--- config.mk ---
export PLATFORM = sky130hd
export DESIGN_NAME = three_wire_rtc_serial_master_top
export DESIGN_NICKNAME = d
export VERILOG_FILES = /design/src/hdl/rtc3w_pkg.sv /design/src/hdl/three_wire_rtc_serial_master_top.sv /design/src/hdl/rtc3w_core.sv
export SDC_FILE = /design/constraint.sdc
export NUM_CORES = 1
export LEC_CHECK = 0
export ABC_AREA = 1
export BUFFER_PORTS_ARGS = -buffer_cell sky130_fd_sc_hd__buf_4
export CORE_MARGIN = 3
export CORE_UTILIZATION = 30
export DETAILED_ROUTE_END_ITERATION = 8
export SLEW_MARGIN = 10
export SYNTH_ARGS = -nofsm -noshare
export SYNTH_HDL_FRONTEND = slang
export SYNTH_SLANG_ARGS = --single-unit
--- constraint.sdc ---
create_clock -name clock -period 3.8 [get_ports clock]
set_input_delay 0.57 -clock clock [delete_from_list [all_inputs] [get_ports clock]]
set_output_delay 0.57 -clock clock [all_outputs]
set_load 0.01 [all_outputs]
--- src/hdl/rtc3w_pkg.sv ---
// Types, constants and helpers for the three-wire serial master
package rtc3w_pkg;

   localparam int BITS_PER_BYTE = 8;
   localparam int BYTE_W        = 8;
   localparam int BIT_IDX_W     = $clog2(2 * BITS_PER_BYTE);
   localparam int HALF_W        = 16;
   localparam int ACTION_W      = 2;

   localparam logic [ACTION_W-1:0] ACT_TICK  = 2'd0;
   localparam logic [ACTION_W-1:0] ACT_WRITE = 2'd1;
   localparam logic [ACTION_W-1:0] ACT_READ  = 2'd2;

   localparam logic [HALF_W-1:0] HALF_RESET = 16'd2;

   typedef struct packed {
      logic [ACTION_W-1:0] action;
      logic [BYTE_W-1:0]   address;
      logic [BYTE_W-1:0]   write_data;
      logic                io_in;
   } item_type;

   typedef struct packed {
      logic              chip_enable;
      logic              serial_clock;
      logic              io_out;
      logic              io_drive;
      logic              busy_res;
      logic              done_res;
      logic [BYTE_W-1:0] read_raw;
      logic [BYTE_W-1:0] read_decoded;
   } result_type;

   // high nibble * 10 + low nibble
   function automatic logic [BYTE_W-1:0] bcd_decode(input logic [BYTE_W-1:0] v);
      logic [3:0] hi;
      logic [3:0] lo;
      hi = v[7:4];
      lo = v[3:0];
      return {1'b0, hi, 3'b000} + {3'b000, hi, 1'b0} + {4'b0000, lo};
   endfunction

endpackage

--- src/hdl/three_wire_rtc_serial_master_top.sv ---
// A req transfer reaches its rsp result through the input reg and the result reg.
// Throughput: one tick item per cycle while rsp_tready does not stall; bit timing
// counted in items, half period from the csr register.
// Reset (synchronous, active high) clears both stage valids and all transfer
// state; csr register returns to 2.
module three_wire_rtc_serial_master_top (
   input  logic                             clock,
   input  logic                             reset,
   input  logic                             req_tvalid,
   output logic                             req_tready,
   input  logic [23:0]                      req_tdata,  // address, write_data, io_in, pad
   input  logic [rtc3w_pkg::ACTION_W-1:0]   req_tuser,  // action
   output logic                             rsp_tvalid,
   input  logic                             rsp_tready,
   // chip_enable, serial_clock, io_out, io_drive, busy_res, done_res,
   // read_raw, read_decoded, pad
   output logic [23:0]                      rsp_tdata,
   input  logic                             csr_wr_en,
   input  logic [rtc3w_pkg::HALF_W-1:0]     csr_wr_data
);

   logic                             in_valid_ff, in_valid_in;
   rtc3w_pkg::item_type              in_item_ff;
   logic                             out_valid_ff, out_valid_in;
   rtc3w_pkg::result_type            out_res_ff;
   logic [rtc3w_pkg::HALF_W-1:0]     half_ff;
   rtc3w_pkg::result_type            step_res;
   rtc3w_pkg::item_type              req_item;
   logic                             adv;
   logic                             req_xfer;

   assign req_item.action     = req_tuser;
   assign req_item.address    = req_tdata[7:0];
   assign req_item.write_data = req_tdata[15:8];
   assign req_item.io_in      = req_tdata[16];

   assign adv          = in_valid_ff & (~out_valid_ff | rsp_tready);
   assign req_tready   = ~in_valid_ff | adv;
   assign req_xfer     = req_tvalid & req_tready;
   assign in_valid_in  = req_xfer | (in_valid_ff & ~adv);
   assign out_valid_in = adv | (out_valid_ff & ~rsp_tready);

   rtc3w_core u_core (
      .clock      (clock),
      .reset      (reset),
      .step_en    (adv),
      .item       (in_item_ff),
      .half_ticks (half_ff),
      .result     (step_res)
   );

   always_ff @(posedge clock) begin
      if (reset) begin
         in_valid_ff  <= 1'b0;
         out_valid_ff <= 1'b0;
         half_ff      <= rtc3w_pkg::HALF_RESET;
      end else begin
         in_valid_ff  <= in_valid_in;
         out_valid_ff <= out_valid_in;
         if (csr_wr_en) begin
            half_ff <= csr_wr_data;
         end
      end
   end

   always_ff @(posedge clock) begin
      if (req_xfer) begin
         in_item_ff <= req_item;
      end
      if (adv) begin
         out_res_ff <= step_res;
      end
   end

   assign rsp_tvalid = out_valid_ff;
   assign rsp_tdata  = {2'b00,
                        out_res_ff.read_decoded,
                        out_res_ff.read_raw,
                        out_res_ff.done_res,
                        out_res_ff.busy_res,
                        out_res_ff.io_drive,
                        out_res_ff.io_out,
                        out_res_ff.serial_clock,
                        out_res_ff.chip_enable};

endmodule

--- src/hdl/rtc3w_core.sv ---
// Bit sequencer: transfer state and per-tick line levels
module rtc3w_core (
   input  logic                            clock,
   input  logic                            reset,
   input  logic                            step_en,
   input  rtc3w_pkg::item_type             item,
   input  logic [rtc3w_pkg::HALF_W-1:0]    half_ticks,
   output rtc3w_pkg::result_type           result
);

   typedef enum logic [1:0] {PH_IDLE, PH_LOW, PH_HIGH} phase_type;

   localparam logic [rtc3w_pkg::BIT_IDX_W-1:0] BYTE_IDX =
      rtc3w_pkg::BIT_IDX_W'(rtc3w_pkg::BITS_PER_BYTE);
   localparam logic [rtc3w_pkg::BIT_IDX_W-1:0] LAST_IDX =
      rtc3w_pkg::BIT_IDX_W'(2 * rtc3w_pkg::BITS_PER_BYTE - 1);

   phase_type                            phase_ff, phase_in;
   logic [rtc3w_pkg::BIT_IDX_W-1:0]      bit_idx_ff, bit_idx_in;
   logic [rtc3w_pkg::BYTE_W-1:0]         addr_sh_ff, addr_sh_in;
   logic [rtc3w_pkg::BYTE_W-1:0]         data_sh_ff, data_sh_in;
   logic [rtc3w_pkg::BYTE_W-1:0]         read_sh_ff, read_sh_in;
   logic [rtc3w_pkg::HALF_W-1:0]         wait_ff, wait_in;
   logic                                 is_read_ff, is_read_in;
   logic                                 done;
   logic                                 busy;
   logic                                 addr_phase;
   logic                                 drive;

   always_comb begin
      phase_in   = phase_ff;
      bit_idx_in = bit_idx_ff;
      addr_sh_in = addr_sh_ff;
      data_sh_in = data_sh_ff;
      read_sh_in = read_sh_ff;
      wait_in    = wait_ff;
      is_read_in = is_read_ff;
      done       = 1'b0;
      unique case (phase_ff)
         PH_IDLE: begin
            if (item.action == rtc3w_pkg::ACT_WRITE || item.action == rtc3w_pkg::ACT_READ) begin
               addr_sh_in = item.address;
               data_sh_in = item.write_data;
               is_read_in = (item.action == rtc3w_pkg::ACT_READ);
               bit_idx_in = '0;
               wait_in    = '0;
               phase_in   = PH_LOW;
            end
         end
         PH_LOW: begin
            if (is_read_ff && bit_idx_ff >= BYTE_IDX) begin
               read_sh_in = {item.io_in, read_sh_ff[rtc3w_pkg::BYTE_W-1:1]};
            end
            wait_in  = half_ticks;
            phase_in = PH_HIGH;
         end
         PH_HIGH: begin
            if (wait_ff > rtc3w_pkg::HALF_W'(1)) begin
               wait_in = wait_ff - rtc3w_pkg::HALF_W'(1);
            end else begin
               wait_in = '0;
               if (bit_idx_ff < BYTE_IDX) begin
                  addr_sh_in = addr_sh_ff >> 1;
               end else if (!is_read_ff) begin
                  data_sh_in = data_sh_ff >> 1;
               end
               if (bit_idx_ff == LAST_IDX) begin
                  bit_idx_in = '0;
                  phase_in   = PH_IDLE;
                  done       = 1'b1;
               end else begin
                  bit_idx_in = bit_idx_ff + rtc3w_pkg::BIT_IDX_W'(1);
                  phase_in   = PH_LOW;
               end
            end
         end
         default: begin
            phase_in = PH_IDLE;
         end
      endcase
   end

   always_comb begin
      busy       = (phase_in != PH_IDLE);
      addr_phase = (bit_idx_in < BYTE_IDX);
      drive      = busy && (addr_phase || !is_read_in);
      result.chip_enable  = busy;
      result.serial_clock = (phase_in == PH_HIGH);
      result.io_out       = drive && (addr_phase ? addr_sh_in[0] : data_sh_in[0]);
      result.io_drive     = drive;
      result.busy_res     = busy;
      result.done_res     = done;
      result.read_raw     = read_sh_in;
      result.read_decoded = rtc3w_pkg::bcd_decode(read_sh_in);
   end

   always_ff @(posedge clock) begin
      if (reset) begin
         phase_ff   <= PH_IDLE;
         bit_idx_ff <= '0;
         addr_sh_ff <= '0;
         data_sh_ff <= '0;
         read_sh_ff <= '0;
         wait_ff    <= '0;
         is_read_ff <= 1'b0;
      end else if (step_en) begin
         phase_ff   <= phase_in;
         bit_idx_ff <= bit_idx_in;
         addr_sh_ff <= addr_sh_in;
         data_sh_ff <= data_sh_in;
         read_sh_ff <= read_sh_in;
         wait_ff    <= wait_in;
         is_read_ff <= is_read_in;
      end
   end

endmodule

==> run summary <==
Status - finished clean
Die H - 135.9 um
Post-DR vias/cell - 4.455
I/O Buffers - 63
TritonCTS buffer count - 9
Core area - 16170 um2
Final WL - 10520 um
R2R cell count - 8
Post-CTS Setup Bufs - 0
First-pass GRT wire length - 17690 um
Final Hold Violating Endpoints - 0
Slew HR - 30.87%
Via count - 3871
Chip Width - 135.9 um
Worst R2R Setup Slack - 0.58 ns
Synth warnings - 0
Cell area after synthesis - 5060 um2
Reg-to-reg endpoint - rsp_tdata[20]
Unrepaired setup endpoints after global routing - false
Critical path class - reg2reg
Top FF cell, synth - dfxtp_1
Largest net degree at the start of global routing - 39
Rows - 46
Register Area - 2472 um2
Seq/Total Area, Yosys - 48.86%
DRC viols - 0
All-Layer GR Usage - 11.88%
Clk root buf - clkbuf_16
Starting Density - 31.29%
Multi-input gate area in the final layout - 2175 um2
Post-synthesis cell count - 597
Final min period - 3.218 ns
N_diodes - 0
Crit share post-route - 84.68%
Placed Area - 5649 um2
Layout area overhead - 16.86%
Setup TNS - 0 ns
FMAX - 0.3108 GHz
Fin nets - 713
Final setup violating endpoints - 0
Worst path cell trace - inv_1 > ha_1 > nand3_1 > o21ai_0 > fa_1 > fa_1 > o21ai_0 > xnor2_1
Critical Path RT - 3.89 ns
Clk pin slew, worst setup/hold paths - 0.07 ns
Yosys top cell area share - 25.72%
Hold path start - req_tdata[3]
Max Cap Viol - 0
Final clock skew - 0.009502 ns
P_leak - 2.542 nW
Post-synth EDFFs - 39
Ports - 73
Fin. max-slew vios - 0
Largest cells by area after synthesis - dfxtp_1, edfxtp_1, nand2_1
Cell variety after synth - 37
CP top delay family - adder cells
Min-Delay Path Depth - 1
Antenna Violating Nets Remaining - 0
Die footprint - 18460 um2
Htree depth - 3
Pwr Density - 404.8 nW/um2
Reg2reg start - u_core.phase_ff[1]
FF+latch count, synth - 104
Worst path max stage delay - 0.53 ns
TritonCTS clock tree - yes
Area leader, netlist - dfxtp_1
Setup crit start kind - register
Most frequent cells in the layout - nand2_1, buf_4, dfxtp_1
Crit path max fanout - 9
Initial antenna violation count - 0
Post-cts resize count - 0
Clock sinks - 104
Design Area, Final - 5913 um2
Commonest non-fill, non-tap cell in the layout - nand2_1
Dpl hpwl - 7256 um
Maximum buffer depth of the clock tree - 2
Violation count after the first detailed-route iteration - 219
Clk Latency, worst-skew pair - 0.35 ns
Async set-reset flop share out of synthesis - 0%
Crit-path slowest cell - fa_1
RD Place Congestion - 0.8122
Ratio of cells with drive above 1 in the final layout - 18.68%
Hold Crit Class - in2reg
Average wire per standard cell - 12.10 um
Hold endpoint - in_item_ff[12]
DR pass1 iterations - 4
Fillers - 1656
Post-Syn Area per Cell - 8.475 um2
Maximum VDD drop - 0.2128 mV
WP buf/inv - 1
Least-Margin Pin Slew - 1.036 ns
Hold bufs inserted after CTS - 0
Vias in the first global route - 3767
CP arrival - 3.31 ns
CP endpoint kind - register
Grt total ovfl - 0
[cell usage after synthesis, types with 3 or more instances]
cell      count
nand3_2       3
clkbuf_1      8
nor2_4        6
edfxtp_1     39
nor2_2        6
buf_2         7
ha_1         16
o21ai_0      53
nor2_1       44
xnor2_1       6
xor2_1       10
nand4_1       4
nand3_1      16
a21oi_1      60
dfxtp_1      65
inv_1        59
o22ai_1       9
inv_2         3
nand2_2       9
nand2_1     136
buf_4         5
a21oi_2       7
buf_6         6
[metal layers]
layer / vias to the layer above / wire (um) / GRT usage, %
met3: 12 / 387 / 2.480
met2: 62 / 4669 / 18.39
met1: 1748 / 5220 / 16.04
li1: 2049 / - / -
met5: - / 0 / 0
met4: 0 / 237 / 5.263
[how the worst max path moves through the flow]
stage                            start            end  slack, ns  depth (start not counted)
floorplan           u_core.phase_ff[1]  rsp_tdata[20]       0.90                         10
global placement    u_core.phase_ff[1]  rsp_tdata[20]       0.57                          8
detailed placement  u_core.phase_ff[1]  rsp_tdata[20]       0.52                          8
CTS                 u_core.phase_ff[1]  rsp_tdata[20]       0.52                          8
global route        u_core.phase_ff[1]  rsp_tdata[20]       0.27                          8
finish              u_core.phase_ff[1]  rsp_tdata[20]       0.58                          8
[where the power goes]
group          switching [mW]  internal (mW)
clock                   0.402          0.441
combinational           0.185          0.115
sequential             0.0262           1.22
total                   0.614           1.78
[final cells by class]
type	instances	area share (%)
Sequential cell	104	41.81
Multi-Input combinational cell	404	36.78
Timing Repair Buffer	66	8.379
Tap cell	216	4.570
Inverter	63	3.999
Clock buffer	10	3.872
Clock inverter	6	0.5925
[flip-flops by register name (all words and copies together), names as in the netlist]
name	count
in_item_ff	19
u_core.data_sh_ff	8
in_valid_ff	1
half_ff	16
u_core.addr_sh_ff	8
u_core.bit_idx_ff	4
u_core.wait_ff	16
u_core.phase_ff	2
rsp_tvalid	1
u_core.is_read_ff	1
rsp_tdata	20
u_core.read_sh_ff	8
[logic make-up (layout without fill, tap and decap cells)]
group	after synthesis	in the layout	synth area share [%]
and+or+nand+nor	232	232	20.62
buffers and inverters	90	145	8.234
AOI/OAI and AO/OA	136	136	14.69
xor gates and xnor gates	16	16	2.769
other	1	2	0.07411
DFF	104	104	48.86
adders and majority gates	18	18	4.748
[stage by stage]
stage | std cells | setup WS [ns] | total power, mW | util (%) | hold WS, ns
3_3_place_gp | 853 | 0.5746 | 1.576 | 34.93 | 0.4493
4_1_cts | 869 | 0.5153 | 2.431 | 36.56 | 0.3787
6_report | 869 | 0.5820 | 2.394 | 36.56 | 0.3927
2_1_floorplan | 598 | 0.9026 | 1.479 | - | 0.4285
3_5_place_dp | 853 | 0.5244 | 1.580 | 34.93 | 0.4562
5_1_grt | 869 | 0.2748 | 2.518 | 36.56 | 0.3771
Note: power is estimated with default switching activity, not from simulation.
